[config.mk]
export PLATFORM = sky130hd
export DESIGN_NAME = config_text_tokenizer_unit
export DESIGN_NICKNAME = d
export VERILOG_FILES = /design/src/rtl/ctt_pkg.sv /design/src/rtl/config_text_tokenizer_unit.sv /design/src/rtl/ctt_keyword_bank.sv /design/src/rtl/ctt_scan.sv /design/src/rtl/ctt_token_queue.sv
export SDC_FILE = /design/constraint.sdc
export NUM_CORES = 1
export LEC_CHECK = 0
export BUFFER_PORTS_ARGS = -buffer_cell sky130_fd_sc_hd__buf_2
export CAP_MARGIN = 10
export CORE_UTILIZATION = 54
export CTS_BUF_LIST = sky130_fd_sc_hd__clkbuf_2
export DETAILED_ROUTE_END_ITERATION = 7
export PLACE_DENSITY_LB_ADDON = 0.1
export SLEW_MARGIN = 20
export SYNTH_ARGS = -nofsm -noshare
export SYNTH_HDL_FRONTEND = slang
export SYNTH_SLANG_ARGS = --single-unit
[constraint.sdc]
create_clock -name clk -period 9.12 [get_ports clk]
set_clock_uncertainty 0.15 [all_clocks]
set_input_delay 0 -clock clk [delete_from_list [all_inputs] [get_ports clk]]
set_output_delay 0 -clock clk [all_outputs]
set_load 0.03 [all_outputs]
[src/rtl/ctt_pkg.sv]
`default_nettype none

package ctt_pkg;

    // Default sizing, handed to the top level as parameter defaults
    localparam int OFFSET_BITS_DEF   = 32;
    localparam int KEYWORD_SLOTS_DEF = 4;
    localparam int KEYWORD_CHARS_DEF = 8;
    localparam int COUNT_BITS_DEF    = 16;

    // Configuration port
    localparam int KEY_REGS       = 4;
    localparam int CFG_INDEX_BITS = 2;
    localparam int CFG_DATA_BITS  = 64;

    // Token queue, power-of-two depth so pointers wrap naturally
    localparam int QUEUE_DEPTH     = 4;
    localparam int QUEUE_PTR_BITS  = $clog2(QUEUE_DEPTH);
    localparam int QUEUE_CNT_BITS  = $clog2(QUEUE_DEPTH + 1);

    // Token field widths
    localparam int KIND_BITS   = 4;
    localparam int START_BITS  = 32;
    localparam int LENGTH_BITS = 16;
    localparam int LINE_BITS   = 16;
    localparam int COLUMN_BITS = 16;
    localparam int QUAL_BITS   = 3;

    typedef enum logic [KIND_BITS-1:0] {
        KIND_STRUCT_OPEN  = 4'd0,
        KIND_STRUCT_CLOSE = 4'd1,
        KIND_ARRAY_OPEN   = 4'd2,
        KIND_ARRAY_CLOSE  = 4'd3,
        KIND_BLOCK_OPEN   = 4'd4,
        KIND_BLOCK_CLOSE  = 4'd5,
        KIND_IDENTIFIER   = 4'd6,
        KIND_KEYWORD      = 4'd7,
        KIND_NUMBER       = 4'd8,
        KIND_STRING       = 4'd9
    } token_kind_t;

    typedef enum logic [QUAL_BITS-1:0] {
        QUAL_NONE        = 3'd0,
        QUAL_FILE_TEXT   = 3'd1,
        QUAL_FILE_BINARY = 3'd2,
        QUAL_CONST_DECL  = 3'd3,
        QUAL_CONST_REF   = 3'd4
    } qual_t;

    // Characters
    localparam logic [7:0] CH_NEWLINE  = 8'h0A;
    localparam logic [7:0] CH_HASH     = 8'h23;
    localparam logic [7:0] CH_DOT      = 8'h2E;
    localparam logic [7:0] CH_UNDER    = 8'h5F;
    localparam logic [7:0] CH_QUOTE    = 8'h22;
    localparam logic [7:0] CH_AT       = 8'h40;
    localparam logic [7:0] CH_AMP      = 8'h26;
    localparam logic [7:0] CH_COLON    = 8'h3A;
    localparam logic [7:0] CH_DOLLAR   = 8'h24;
    localparam logic [7:0] CH_LPAREN   = 8'h28;
    localparam logic [7:0] CH_RPAREN   = 8'h29;
    localparam logic [7:0] CH_LBRACKET = 8'h5B;
    localparam logic [7:0] CH_RBRACKET = 8'h5D;
    localparam logic [7:0] CH_LBRACE   = 8'h7B;
    localparam logic [7:0] CH_RBRACE   = 8'h7D;
    localparam logic [7:0] CH_DIGIT_LO = 8'h30;
    localparam logic [7:0] CH_DIGIT_HI = 8'h39;
    localparam logic [7:0] CH_UPPER_LO = 8'h41;
    localparam logic [7:0] CH_UPPER_HI = 8'h5A;
    localparam logic [7:0] CH_LOWER_LO = 8'h61;
    localparam logic [7:0] CH_LOWER_HI = 8'h7A;

    typedef struct packed {
        token_kind_t              kind;
        logic [START_BITS-1:0]    start;
        logic [LENGTH_BITS-1:0]   length;
        logic [LINE_BITS-1:0]     line;
        logic [COLUMN_BITS-1:0]   column;
        qual_t                    qualifier;
        logic                     last;
    } token_t;

    // Tokens caused by one request: zero, one or two
    typedef struct packed {
        logic [1:0] count;
        token_t     first;
        token_t     second;
    } scan_out_t;

endpackage

`default_nettype wire

[src/rtl/config_text_tokenizer_unit.sv]
`default_nettype none

// Tokens: a token enters the token queue at the clock edge that takes the byte that ends it.
// Throughput: one byte per cycle unless stalled; the four-entry queue absorbs the second
// token of a closing bracket, and text_stall rises only while that queue holds three or more.
// Reset: rst_n is asynchronous, active low; it clears the scanner to start mode, line and
// column to one, offsets to zero, empties the token queue and zeroes all keyword registers.

module config_text_tokenizer_unit #(
    parameter int OFFSET_BITS   = ctt_pkg::OFFSET_BITS_DEF,
    parameter int KEYWORD_SLOTS = ctt_pkg::KEYWORD_SLOTS_DEF,
    parameter int KEYWORD_CHARS = ctt_pkg::KEYWORD_CHARS_DEF,
    parameter int COUNT_BITS    = ctt_pkg::COUNT_BITS_DEF
) (
    input  wire logic                                clk,
    input  wire logic                                rst_n,

    // Keyword configuration
    input  wire logic                                cfg_wr_en,
    input  wire logic [ctt_pkg::CFG_INDEX_BITS-1:0]  cfg_index,
    input  wire logic [ctt_pkg::CFG_DATA_BITS-1:0]   cfg_data,

    // Text byte request
    input  wire logic                                text_valid,
    output logic                                     text_stall,
    input  wire logic [7:0]                          text_byte,

    // Token request
    output logic                                     token_valid,
    input  wire logic                                token_stall,
    output logic [ctt_pkg::KIND_BITS-1:0]            token_kind,
    output logic [ctt_pkg::START_BITS-1:0]           lexeme_start,
    output logic [ctt_pkg::LENGTH_BITS-1:0]          lexeme_length,
    output logic [ctt_pkg::LINE_BITS-1:0]            line_number,
    output logic [ctt_pkg::COLUMN_BITS-1:0]          column_number,
    output logic [ctt_pkg::QUAL_BITS-1:0]            qualifier,
    output logic                                     last_of_run
);

    logic                         text_accept;
    logic                         token_pop;
    logic [8*KEYWORD_CHARS-1:0]   word_prefix;
    logic                         word_overlong;
    logic                         keyword_hit;
    logic                         queue_nearly_full;
    ctt_pkg::scan_out_t           scan_result;
    ctt_pkg::token_t              head;

    // Take a byte only when the queue can hold both tokens it might cause
    assign text_stall  = queue_nearly_full;
    assign text_accept = text_valid && !text_stall;
    assign token_pop   = token_valid && !token_stall;

    // Keyword registers and the compare against the word collected so far
    ctt_keyword_bank #(
        .KEYWORD_SLOTS (KEYWORD_SLOTS),
        .KEYWORD_CHARS (KEYWORD_CHARS)
    ) u_keyword_bank (
        .clk           (clk),
        .rst_n         (rst_n),
        .cfg_wr_en     (cfg_wr_en),
        .cfg_index     (cfg_index),
        .cfg_data      (cfg_data),
        .word_prefix   (word_prefix),
        .word_overlong (word_overlong),
        .keyword_hit   (keyword_hit)
    );

    // Mode machine, position counters and token assembly; all state advances
    // only on an accepted byte
    ctt_scan #(
        .OFFSET_BITS   (OFFSET_BITS),
        .KEYWORD_CHARS (KEYWORD_CHARS),
        .COUNT_BITS    (COUNT_BITS)
    ) u_scan (
        .clk           (clk),
        .rst_n         (rst_n),
        .accept        (text_accept),
        .text_byte     (text_byte),
        .keyword_hit   (keyword_hit),
        .word_prefix   (word_prefix),
        .word_overlong (word_overlong),
        .result        (scan_result)
    );

    // Token queue: holds finished tokens until the consumer takes them
    ctt_token_queue u_token_queue (
        .clk         (clk),
        .rst_n       (rst_n),
        .push        (scan_result),
        .pop         (token_pop),
        .head        (head),
        .not_empty   (token_valid),
        .nearly_full (queue_nearly_full)
    );

    assign token_kind    = head.kind;
    assign lexeme_start  = head.start;
    assign lexeme_length = head.length;
    assign line_number   = head.line;
    assign column_number = head.column;
    assign qualifier     = head.qualifier;
    assign last_of_run   = head.last;

endmodule

`default_nettype wire

[src/rtl/ctt_keyword_bank.sv]
`default_nettype none

module ctt_keyword_bank #(
    parameter int KEYWORD_SLOTS = ctt_pkg::KEYWORD_SLOTS_DEF,
    parameter int KEYWORD_CHARS = ctt_pkg::KEYWORD_CHARS_DEF
) (
    input  wire logic                               clk,
    input  wire logic                               rst_n,
    input  wire logic                               cfg_wr_en,
    input  wire logic [ctt_pkg::CFG_INDEX_BITS-1:0] cfg_index,
    input  wire logic [ctt_pkg::CFG_DATA_BITS-1:0]  cfg_data,
    input  wire logic [8*KEYWORD_CHARS-1:0]         word_prefix,
    input  wire logic                               word_overlong,
    output logic                                    keyword_hit
);

    localparam int WORD_BITS  = 8 * KEYWORD_CHARS;
    localparam int USED_SLOTS = (KEYWORD_SLOTS < ctt_pkg::KEY_REGS) ?
                                KEYWORD_SLOTS : ctt_pkg::KEY_REGS;

    logic [WORD_BITS-1:0] key_reg [USED_SLOTS];

    // Writes to an index past the used slots are dropped
    always_ff @(posedge clk or negedge rst_n)
    begin
        if (!rst_n)
        begin
            for (int i = 0; i < USED_SLOTS; i++)
            begin
                key_reg[i] <= '0;
            end
        end
        else if (cfg_wr_en)
        begin
            for (int i = 0; i < USED_SLOTS; i++)
            begin
                if (cfg_index == ctt_pkg::CFG_INDEX_BITS'(i))
                begin
                    key_reg[i] <= cfg_data[WORD_BITS-1:0];
                end
            end
        end
    end

    always_comb
    begin
        keyword_hit = 1'b0;
        for (int i = 0; i < USED_SLOTS; i++)
        begin
            if ((key_reg[i] != '0) && (key_reg[i] == word_prefix))
            begin
                keyword_hit = 1'b1;
            end
        end
        if (word_overlong)
        begin
            keyword_hit = 1'b0;
        end
    end

endmodule

`default_nettype wire

[src/rtl/ctt_scan.sv]
`default_nettype none

module ctt_scan #(
    parameter int OFFSET_BITS   = ctt_pkg::OFFSET_BITS_DEF,
    parameter int KEYWORD_CHARS = ctt_pkg::KEYWORD_CHARS_DEF,
    parameter int COUNT_BITS    = ctt_pkg::COUNT_BITS_DEF
) (
    input  wire logic                       clk,
    input  wire logic                       rst_n,
    input  wire logic                       accept,
    input  wire logic [7:0]                 text_byte,
    input  wire logic                       keyword_hit,
    output logic [8*KEYWORD_CHARS-1:0]      word_prefix,
    output logic                            word_overlong,
    output ctt_pkg::scan_out_t              result
);

    localparam int WORD_BITS = 8 * KEYWORD_CHARS;
    localparam int OW = (OFFSET_BITS > ctt_pkg::START_BITS) ? OFFSET_BITS : ctt_pkg::START_BITS;
    localparam int CW = (COUNT_BITS > ctt_pkg::LENGTH_BITS) ? COUNT_BITS : ctt_pkg::LENGTH_BITS;

    typedef enum logic [2:0] {
        MODE_START,
        MODE_NUMBER,
        MODE_WORD,
        MODE_STRING,
        MODE_COMMENT
    } mode_t;

    mode_t                    mode_reg,     mode_next;
    logic [OFFSET_BITS-1:0]   pos_reg,      pos_next;
    logic [OFFSET_BITS-1:0]   begin_reg,    begin_next;
    logic [COUNT_BITS-1:0]    size_reg,     size_next;
    logic [COUNT_BITS-1:0]    line_reg,     line_next;
    logic [COUNT_BITS-1:0]    col_reg,      col_next;
    ctt_pkg::qual_t           qual_reg,     qual_next;
    logic [WORD_BITS-1:0]     prefix_reg,   prefix_next;
    logic                     overlong_reg, overlong_next;

    function automatic logic [ctt_pkg::START_BITS-1:0] clamp_offset(
        input logic [OFFSET_BITS-1:0] v
    );
        logic [OW-1:0] e;
        e = OW'(v);
        if (e > OW'({ctt_pkg::START_BITS{1'b1}}))
        begin
            return '1;
        end
        return e[ctt_pkg::START_BITS-1:0];
    endfunction

    function automatic logic [ctt_pkg::LENGTH_BITS-1:0] clamp_count(
        input logic [COUNT_BITS-1:0] v
    );
        logic [CW-1:0] e;
        e = CW'(v);
        if (e > CW'({ctt_pkg::LENGTH_BITS{1'b1}}))
        begin
            return '1;
        end
        return e[ctt_pkg::LENGTH_BITS-1:0];
    endfunction

    function automatic logic [COUNT_BITS-1:0] count_inc(input logic [COUNT_BITS-1:0] v);
        return (v == '1) ? v : v + 1'b1;
    endfunction

    function automatic logic [OFFSET_BITS-1:0] offset_inc(input logic [OFFSET_BITS-1:0] v);
        return (v == '1) ? v : v + 1'b1;
    endfunction

    logic                                 is_digit, is_alpha, is_number, is_word;
    logic                                 close_hit;
    ctt_pkg::token_kind_t                 close_kind;
    logic [ctt_pkg::LINE_BITS-1:0]        line_out;
    logic [ctt_pkg::COLUMN_BITS-1:0]      col_out;
    ctt_pkg::token_t                      tok_main, tok_close;
    logic                                 emit_main;
    logic                                 emit_close;

    always_comb
    begin
        mode_next     = mode_reg;
        pos_next      = pos_reg;
        begin_next    = begin_reg;
        size_next     = size_reg;
        line_next     = line_reg;
        col_next      = col_reg;
        qual_next     = qual_reg;
        prefix_next   = prefix_reg;
        overlong_next = overlong_reg;
        emit_main     = 1'b0;
        emit_close    = 1'b0;

        is_digit  = text_byte inside {[ctt_pkg::CH_DIGIT_LO:ctt_pkg::CH_DIGIT_HI]};
        is_alpha  = (text_byte inside {[ctt_pkg::CH_UPPER_LO:ctt_pkg::CH_UPPER_HI]}) ||
                    (text_byte inside {[ctt_pkg::CH_LOWER_LO:ctt_pkg::CH_LOWER_HI]});
        is_number = is_digit || (text_byte == ctt_pkg::CH_DOT);
        is_word   = is_alpha || is_number || (text_byte == ctt_pkg::CH_UNDER);

        if (text_byte == ctt_pkg::CH_NEWLINE)
        begin
            col_next  = COUNT_BITS'(1);
            line_next = count_inc(line_reg);
        end
        else
        begin
            col_next = count_inc(col_reg);
        end
        line_out = clamp_count(line_next);
        col_out  = clamp_count(col_next);

        close_hit  = 1'b1;
        close_kind = ctt_pkg::KIND_ARRAY_CLOSE;
        case (text_byte)
            ctt_pkg::CH_RBRACKET: close_kind = ctt_pkg::KIND_ARRAY_CLOSE;
            ctt_pkg::CH_RBRACE:   close_kind = ctt_pkg::KIND_BLOCK_CLOSE;
            ctt_pkg::CH_RPAREN:   close_kind = ctt_pkg::KIND_STRUCT_CLOSE;
            default:              close_hit  = 1'b0;
        endcase

        tok_main           = '0;
        tok_main.line      = line_out;
        tok_main.column    = col_out;
        tok_main.qualifier = qual_reg;
        tok_main.start     = clamp_offset(begin_reg);
        tok_main.length    = clamp_count(size_reg);

        tok_close           = '0;
        tok_close.kind      = close_kind;
        tok_close.start     = clamp_offset(pos_reg);
        tok_close.length    = ctt_pkg::LENGTH_BITS'(1);
        tok_close.line      = line_out;
        tok_close.column    = col_out;
        tok_close.qualifier = ctt_pkg::QUAL_NONE;
        tok_close.last      = 1'b1;

        case (mode_reg)
            MODE_START:
            begin
                if (is_number)
                begin
                    begin_next = pos_reg;
                    size_next  = COUNT_BITS'(1);
                    mode_next  = MODE_NUMBER;
                end
                else if (is_alpha || (text_byte == ctt_pkg::CH_UNDER))
                begin
                    begin_next    = pos_reg;
                    size_next     = COUNT_BITS'(1);
                    prefix_next   = WORD_BITS'(text_byte);
                    overlong_next = 1'b0;
                    mode_next     = MODE_WORD;
                end
                else
                begin
                    // Single-character tokens carry no qualifier and leave it pending
                    tok_main.start     = clamp_offset(pos_reg);
                    tok_main.length    = ctt_pkg::LENGTH_BITS'(1);
                    tok_main.qualifier = ctt_pkg::QUAL_NONE;
                    case (text_byte)
                        ctt_pkg::CH_QUOTE:
                        begin
                            begin_next = offset_inc(pos_reg);
                            size_next  = '0;
                            mode_next  = MODE_STRING;
                        end
                        ctt_pkg::CH_HASH:     mode_next = MODE_COMMENT;
                        ctt_pkg::CH_LPAREN:
                        begin
                            emit_main     = 1'b1;
                            tok_main.kind = ctt_pkg::KIND_STRUCT_OPEN;
                        end
                        ctt_pkg::CH_LBRACKET:
                        begin
                            emit_main     = 1'b1;
                            tok_main.kind = ctt_pkg::KIND_ARRAY_OPEN;
                        end
                        ctt_pkg::CH_RBRACKET:
                        begin
                            emit_main     = 1'b1;
                            tok_main.kind = ctt_pkg::KIND_ARRAY_CLOSE;
                        end
                        ctt_pkg::CH_LBRACE:
                        begin
                            emit_main     = 1'b1;
                            tok_main.kind = ctt_pkg::KIND_BLOCK_OPEN;
                        end
                        ctt_pkg::CH_RBRACE:
                        begin
                            emit_main     = 1'b1;
                            tok_main.kind = ctt_pkg::KIND_BLOCK_CLOSE;
                        end
                        ctt_pkg::CH_AT:       qual_next = ctt_pkg::QUAL_FILE_TEXT;
                        ctt_pkg::CH_AMP:      qual_next = ctt_pkg::QUAL_FILE_BINARY;
                        ctt_pkg::CH_COLON:    qual_next = ctt_pkg::QUAL_CONST_DECL;
                        ctt_pkg::CH_DOLLAR:   qual_next = ctt_pkg::QUAL_CONST_REF;
                        default:              mode_next = MODE_START;
                    endcase
                end
            end
            MODE_COMMENT:
            begin
                if ((text_byte == ctt_pkg::CH_NEWLINE) || (text_byte == ctt_pkg::CH_HASH))
                begin
                    mode_next = MODE_START;
                end
            end
            MODE_NUMBER:
            begin
                if (is_number)
                begin
                    size_next = count_inc(size_reg);
                end
                else
                begin
                    emit_main     = 1'b1;
                    emit_close    = close_hit;
                    tok_main.kind = ctt_pkg::KIND_NUMBER;
                    qual_next     = ctt_pkg::QUAL_NONE;
                    size_next     = '0;
                    mode_next     = MODE_START;
                end
            end
            MODE_WORD:
            begin
                if (is_word)
                begin
                    for (int j = 0; j < KEYWORD_CHARS; j++)
                    begin
                        if (size_reg == COUNT_BITS'(j))
                        begin
                            prefix_next[8*j +: 8] = text_byte;
                        end
                    end
                    if (size_reg >= COUNT_BITS'(KEYWORD_CHARS))
                    begin
                        overlong_next = 1'b1;
                    end
                    size_next = count_inc(size_reg);
                end
                else
                begin
                    emit_main     = 1'b1;
                    emit_close    = close_hit;
                    tok_main.kind = keyword_hit ? ctt_pkg::KIND_KEYWORD :
                                                  ctt_pkg::KIND_IDENTIFIER;
                    qual_next     = ctt_pkg::QUAL_NONE;
                    size_next     = '0;
                    mode_next     = MODE_START;
                end
            end
            MODE_STRING:
            begin
                if (text_byte == ctt_pkg::CH_QUOTE)
                begin
                    emit_main     = 1'b1;
                    tok_main.kind = ctt_pkg::KIND_STRING;
                    qual_next     = ctt_pkg::QUAL_NONE;
                    size_next     = '0;
                    mode_next     = MODE_START;
                end
                else
                begin
                    size_next = count_inc(size_reg);
                end
            end
            default:
            begin
                mode_next = MODE_START;
            end
        endcase

        pos_next      = offset_inc(pos_reg);
        tok_main.last = !emit_close;

        result        = '0;
        result.first  = tok_main;
        result.second = tok_close;
        if (accept)
        begin
            result.count = {emit_main && emit_close, emit_main && !emit_close};
        end
    end

    always_ff @(posedge clk or negedge rst_n)
    begin
        if (!rst_n)
        begin
            mode_reg     <= MODE_START;
            pos_reg      <= '0;
            begin_reg    <= '0;
            size_reg     <= '0;
            line_reg     <= COUNT_BITS'(1);
            col_reg      <= COUNT_BITS'(1);
            qual_reg     <= ctt_pkg::QUAL_NONE;
            prefix_reg   <= '0;
            overlong_reg <= 1'b0;
        end
        else if (accept)
        begin
            mode_reg     <= mode_next;
            pos_reg      <= pos_next;
            begin_reg    <= begin_next;
            size_reg     <= size_next;
            line_reg     <= line_next;
            col_reg      <= col_next;
            qual_reg     <= qual_next;
            prefix_reg   <= prefix_next;
            overlong_reg <= overlong_next;
        end
    end

    assign word_prefix   = prefix_reg;
    assign word_overlong = overlong_reg;

endmodule

`default_nettype wire

[src/rtl/ctt_token_queue.sv]
`default_nettype none

module ctt_token_queue (
    input  wire logic                clk,
    input  wire logic                rst_n,
    input  wire ctt_pkg::scan_out_t  push,
    input  wire logic                pop,
    output ctt_pkg::token_t          head,
    output logic                     not_empty,
    output logic                     nearly_full
);

    localparam int DEPTH = ctt_pkg::QUEUE_DEPTH;
    localparam int PB    = ctt_pkg::QUEUE_PTR_BITS;
    localparam int CB    = ctt_pkg::QUEUE_CNT_BITS;

    ctt_pkg::token_t mem [DEPTH];

    logic [PB-1:0] wr_ptr_reg, wr_ptr_next;
    logic [PB-1:0] rd_ptr_reg, rd_ptr_next;
    logic [CB-1:0] count_reg,  count_next;

    always_comb
    begin
        wr_ptr_next = wr_ptr_reg + PB'(push.count);
        rd_ptr_next = rd_ptr_reg + PB'(pop);
        count_next  = count_reg + CB'(push.count) - CB'(pop);
    end

    always_ff @(posedge clk)
    begin
        if (push.count != 2'd0)
        begin
            mem[wr_ptr_reg] <= push.first;
        end
        if (push.count == 2'd2)
        begin
            mem[wr_ptr_reg + PB'(1)] <= push.second;
        end
    end

    always_ff @(posedge clk or negedge rst_n)
    begin
        if (!rst_n)
        begin
            wr_ptr_reg <= '0;
            rd_ptr_reg <= '0;
            count_reg  <= '0;
        end
        else
        begin
            wr_ptr_reg <= wr_ptr_next;
            rd_ptr_reg <= rd_ptr_next;
            count_reg  <= count_next;
        end
    end

    assign head        = mem[rd_ptr_reg];
    assign not_empty   = (count_reg != '0);
    // Keep room for two tokens, the most one request can cause
    assign nearly_full = (count_reg > CB'(DEPTH - 2));

endmodule

`default_nettype wire

* Word-level counts from Yosys, hierarchy flattened
Memory sizes are Yosys's and may differ from the RTL's. Index checks and enable logic that the tools add are counted. W data, S select, Z words.
Storage, ports and cells: register bits 446, bits in latches 0, memory bits (writable) 352, ROM bits 0, output and inout port bits 90, word-level logic and storage cells 254, memories kept 1
Operators by class: add/sub/neg operators 9, multipliers 0, divide/modulo/power cells 0, $lt $le $gt $ge 13, equal/unequal tests 58, shifts and indexed selects 0, mux-type cells 98, bitwise gates (word level) 0, reduce and logical (&&, ||, !) cells 52
Memories:
- u_token_queue.mem | depth 4, width 88, rd ports 1, clocked after memory_dff 0, write ports 2, line ctt_token_queue.sv:17 | ctt_pkg::token_t mem [DEPTH];
Operators by type and width (count):
- $mux W32 | 9
- $mux W16 | 17
- $eq A64 B64 Y1 | 4
- $reduce_bool A64 Y1 | 4
- $mux W64 | 3
- $pmux W64 S2 | 1
- $mux W52 | 2
- $eq A16 B3 Y1 const B | 4
- $eq A8 B6 Y1 const B | 8
- $gt A32 B32 Y1 const B | 2
- $mux W8 | 8
- $pmux W16 S4 | 1
- $reduce_and A6 Y1 | 10
- $add A16 B1 Y16 const B | 3
- $eq A16 B16 Y1 const B | 3
- $eq A8 B7 Y1 const B | 6
- $gt A16 B16 Y1 const B | 3
- $mux W48 | 1
- $pmux W3 S4 | 3
- $mux W3 | 11
- $add A32 B1 Y32 const B | 1
- $eq A16 B2 Y1 const B | 2
- $eq A32 B32 Y1 const B | 1
- $mux W1 | 31
- 46 further kinds | 92

* Logic depth before layout (Yosys ltp)
word-level depth 13, mapped depth 14, gate-level depth less buffers 11

* Modules after synthesis
From an unflattened synthesis, not the netlist that was laid out.
Unflattened totals: cell total of the unflattened synthesis 2977, area total of the unflattened synthesis 40776.6 um^2
Modules (own cells, without submodules):
- ctt_token_queue | instances 1, cells each 889, area each 17266.6 um^2, sequential area each 10745.3 um^2
- ctt_keyword_bank | instances 1, cells each 975, area each 12833.6 um^2, sequential area each 6406.1 um^2
- ctt_scan | instances 1, cells each 1111, area each 10649.0 um^2, sequential area each 4581.9 um^2
- config_text_tokenizer_unit | instances 1, cells each 2, area each 27.5 um^2, sequential area each 0.0 um^2

* Worst setup path before layout
No wires, ideal clock.
path type register to register, start register u_scan.mode_reg[2], end memory u_token_queue.mem[3][10] in the netlist's numbering (enable), arrival time 3170 ps, data required time 8549 ps, setup slack 5380 ps, cell stages (with the launch flop) 9, buffers on the path 2, cells stage by stage dfrtp_1 clkbuf_1 or3_1 clkbuf_1 a21oi_2 a31oi_1 a21oi_1 nand3b_1 inv_1
RTL lines:
- from (decl) | line ctt_scan.sv:30 | mode_t mode_reg, mode_next;
- from (signal assigned) | line ctt_scan.sv:302 | mode_reg <= mode_next;
- to (decl) | line ctt_token_queue.sv:17

* Worst setup path after layout
start input port text_byte[4], end register u_scan.prefix_reg[1], in the netlist u_scan.word_prefix[1]
On the way: cells in the longest elaborated chain, start to end 7
RTL lines:
- from (decl) | line config_text_tokenizer_unit.sv:26 | input wire logic [7:0] text_byte,
- $ge A8 B7 Y1, or another cell as far along | line ctt_scan.sv:96 | is_alpha = (text_byte inside {[ctt_pkg::CH_UPPER_LO:ctt_pkg::CH_UPPER_HI]}) ||
- $logic_and A1 B1 Y1 (on tied branches) | line ctt_scan.sv:96, ctt_scan.sv:95, ctt_scan.sv:97
- $logic_or A1 B1 Y1 (on tied branches) | line ctt_scan.sv:96, ctt_scan.sv:98
- $logic_or A1 B1 Y1 (2 in a row) | line ctt_scan.sv:99 | is_word = is_alpha || is_number || (text_byte == ctt_pkg::CH_UNDER);
- $ne A2 B1 Y1 (no source line)
- $reduce_and A6 Y1 (no source line) (*)
- to (signal assigned) | line ctt_scan.sv:309 | prefix_reg <= prefix_next;
- to (decl) | line ctt_scan.sv:37 | logic [WORD_BITS-1:0] prefix_reg, prefix_next;
Every way passes the cells marked *; elsewhere a longest branch is shown, timed or not. A chain may end at the register's enable or synchronous reset.

==> results.json <==
{
  "post_drt_wl_per_cell_um": 26.0,
  "cts.repair.resized": 0,
  "synth_area_leaders": "dfrtp_1 29%, edfxtp_1 21%, mux2_2 8.1%",
  "startpoint_type": "input pin",
  "power.density_nw_per_um2": 247,
  "worstPathArrival_ns": 6.34,
  "postCtsSetupRepairBufs": 0,
  "drive_gt1_share_pct": 26.6,
  "finalNonFillerCells": 4680,
  "first_global_vias": 28769,
  "status": "finished clean",
  "finalCritPeriodShare_pct": 57.9,
  "first_pass_iters": 6,
  "crit_buf_inv": 7,
  "rsz0062_at_grt": "no",
  "slew_headroom_pct": 17.9,
  "via_count": 28274,
  "drt-total-wl_um": 122000,
  "postCtsHoldBufs": 310,
  "vdd_drop_max_uv": 276,
  "yosysWarnings": 0,
  "ff2ff_setup_slack_ns": 4.76,
  "grt_pass1_wl_um": 183000,
  "nets": 3667,
  "placementRows": 97,
  "die_w_um": 268,
  "power_leakage_nw": 18.6,
  "port-buffer-count": 168,
  "yosysUniqueCellTypes": 89,
  "initial_core_util_pct": 54.6,
  "synth_common_cells": "444 x dfrtp_1, 304 x xor2_1, 276 x mux2_2, 264 x edfxtp_1, 251 x nor2_1",
  "tns_ns": 0,
  "setup_viol": 0,
  "crit_required_ns": 10.18,
  "die_height_um": 268,
  "yosysTopAreaCell": "dfrtp_1",
  "cts_sinks": 798,
  "io_pins": 169,
  "netlist_instances": 3105,
  "hpwl_um": 81900,
  "grt-ovfl-total": 0,
  "clk_path_buf_depth": 3,
  "finalHoldViolations": 0,
  "crit_chain": "dlygate4sd3_1 -> dlygate4sd3_1 -> buf_2 -> dlygate4sd3_1 -> or4b_4 -> nor3_4 -> dlygate4sd3_1 -> o21ai_2 -> a2111oi_4 -> dlygate4sd3_1 -> a21boi_2 -> mux2_2 -> dlygate4sd3_1",
  "path_clk_slew_ns": 0.10,
  "synthMostInstantiatedCell": "dfrtp_1",
  "slew_viol_final": 0,
  "core_um2": 70000,
  "crit_family": "buffers and inverters",
  "grt_usage_pct": 34.4,
  "cts-root-buf": "clkbuf_2",
  "path_common_cell": "dlygate4sd3_1",
  "viasPerCell": 6.04,
  "cts_buffers": 203,
  "drc": 0,
  "async_flop_share_pct": 55.9,
  "drtAntennaViolNets": 0,
  "yosysSeqAreaShare_pct": 54.5,
  "layout_min_cycle_time_ns": 5.28,
  "fmax_mhz": 190,
  "synth_area_um2": 38300,
  "ys_ff_latch": 798,
  "worstPathMaxFanout": 8,
  "avgSynthCellArea_um2": 12.3,
  "routabilityCongestion": 0.984,
  "worst_pin_slew_ns": 1.22,
  "antenna_found_initial": 4,
  "grt_max_degree": 136,
  "ys.flop_type": "dfrtp_1",
  "synthDominantCellAreaShare_pct": 29.0,
  "syn2layout_area_growth_pct": 16.7,
  "largest_reg_flops": 352,
  "hold_class": "input pin to register",
  "path_class": "input pin to register",
  "max_cap_violations": 0,
  "critical_path.max_stage_delay_ns": 0.71,
  "syn_nets": 3197,
  "dp_cells": 4000,
  "crit_slowest_cell": "dlygate4sd3_1",
  "dieArea_um2": 71900,
  "clock_latency_ns": 1.38,
  "synth-edff-count": 264,
  "drt_iter0_drc": 2282,
  "end_kind": "register",
  "cts_tree": "built",
  "h-tree-depth": 4
}
where the power goes:
group / internal (mW) / switching (mW)
clock: 0.986 / 1.49
sequential: 4.18 / 0.779
combinational: 1.43 / 2.15
total: 6.59 / 4.42
placed cells by master (no fill, tap or decap), types with 38 or more instances in the layout:
master | Yosys | routed
buf_4 | 5 | 38
edfxtp_1 | 264 | 264
buf_2 | 27 | 167
nand4_1 | 55 | 55
clkbuf_2 | 0 | 322
dfrtp_1 | 444 | 442
a22o_1 | 97 | 97
o21ai_0 | 104 | 104
nor2_1 | 251 | 245
dfxtp_1 | 88 | 88
dlygate4sd3_1 | 0 | 307
nand2_1 | 128 | 127
mux2_2 | 276 | 276
mux4_2 | 88 | 88
xnor2_1 | 61 | 61
nor4_1 | 139 | 139
nand3_1 | 142 | 141
a21oi_1 | 53 | 53
xor2_1 | 304 | 304
cell type report:
type	instances	area, um^2
antenna	4	10.0
clock buffer	322	1610
clock inverter	44	245
fill	5533	25400
inverter	22	82.6
multi-input combinational	2033	16300
sequential	798	20900
tap	940	1180
timing repair buffer	517	4310
layer usage:
layer / track usage, % / routed length, um / up-vias
met1: 44.5 / 49400 / 14405
met2: 55.3 / 58700 / 1155
li1: - / - / 12427
met3: 6.79 / 7560 / 285
met4: 17.3 / 6040 / 2
met5: 0 / 14 / -
per-stage QoR:
stage	power [mW]	setup WS, ns	instance area (um^2)	hold WS [ns]	utilization, %
CTS	11.0	3.97	44600	0.00553	63.7
global placement	8.30	4.84	39600	-0.0271	56.6
finish	11.0	3.84	44600	0.127	63.7
detailed placement	8.35	4.77	39600	-0.00930	56.6
floorplan	7.04	5.38	38300	-0.446	-
global route	11.5	3.75	44600	0.0233	63.7
cell families after synthesis:
| group | after synthesis | share of synthesized area (%) |
|---|---|---|
| fa+ha+maj | 13 | 0.445 |
| xor+xnor | 365 | 8.36 |
| buf+inv | 274 | 2.94 |
| compound gates | 376 | 7.24 |
| simple gates | 866 | 11.5 |
| flops | 798 | 54.5 |
| mux | 413 | 15.0 |
final timing paths:
path | depth (start not counted) | to | startpoint
worst max-delay path | 13 | u_scan.word_prefix[1] | text_byte[4]
worst min-delay path | 4 | u_scan.word_prefix[37] | text_byte[5]
worst max register to register | 8 | u_token_queue.mem[1][76] | u_scan.mode_reg[2]
worst min register to register | 2 | u_token_queue.mem[1][1] | u_token_queue.mem[1][1]
max in group asynchronous | 7 | u_keyword_bank.key_reg[253] | rst_n
min in group asynchronous | 5 | u_scan.begin_reg[19] | rst_n
tightest hold or removal path: cells and delay by family:
kind / cells / cell delay [ns]
mux: 1 / 0.45
buf+inv: 2 / 0.69
simple gates: 1 / 0.50
Power figures use the tool's default switching activity.
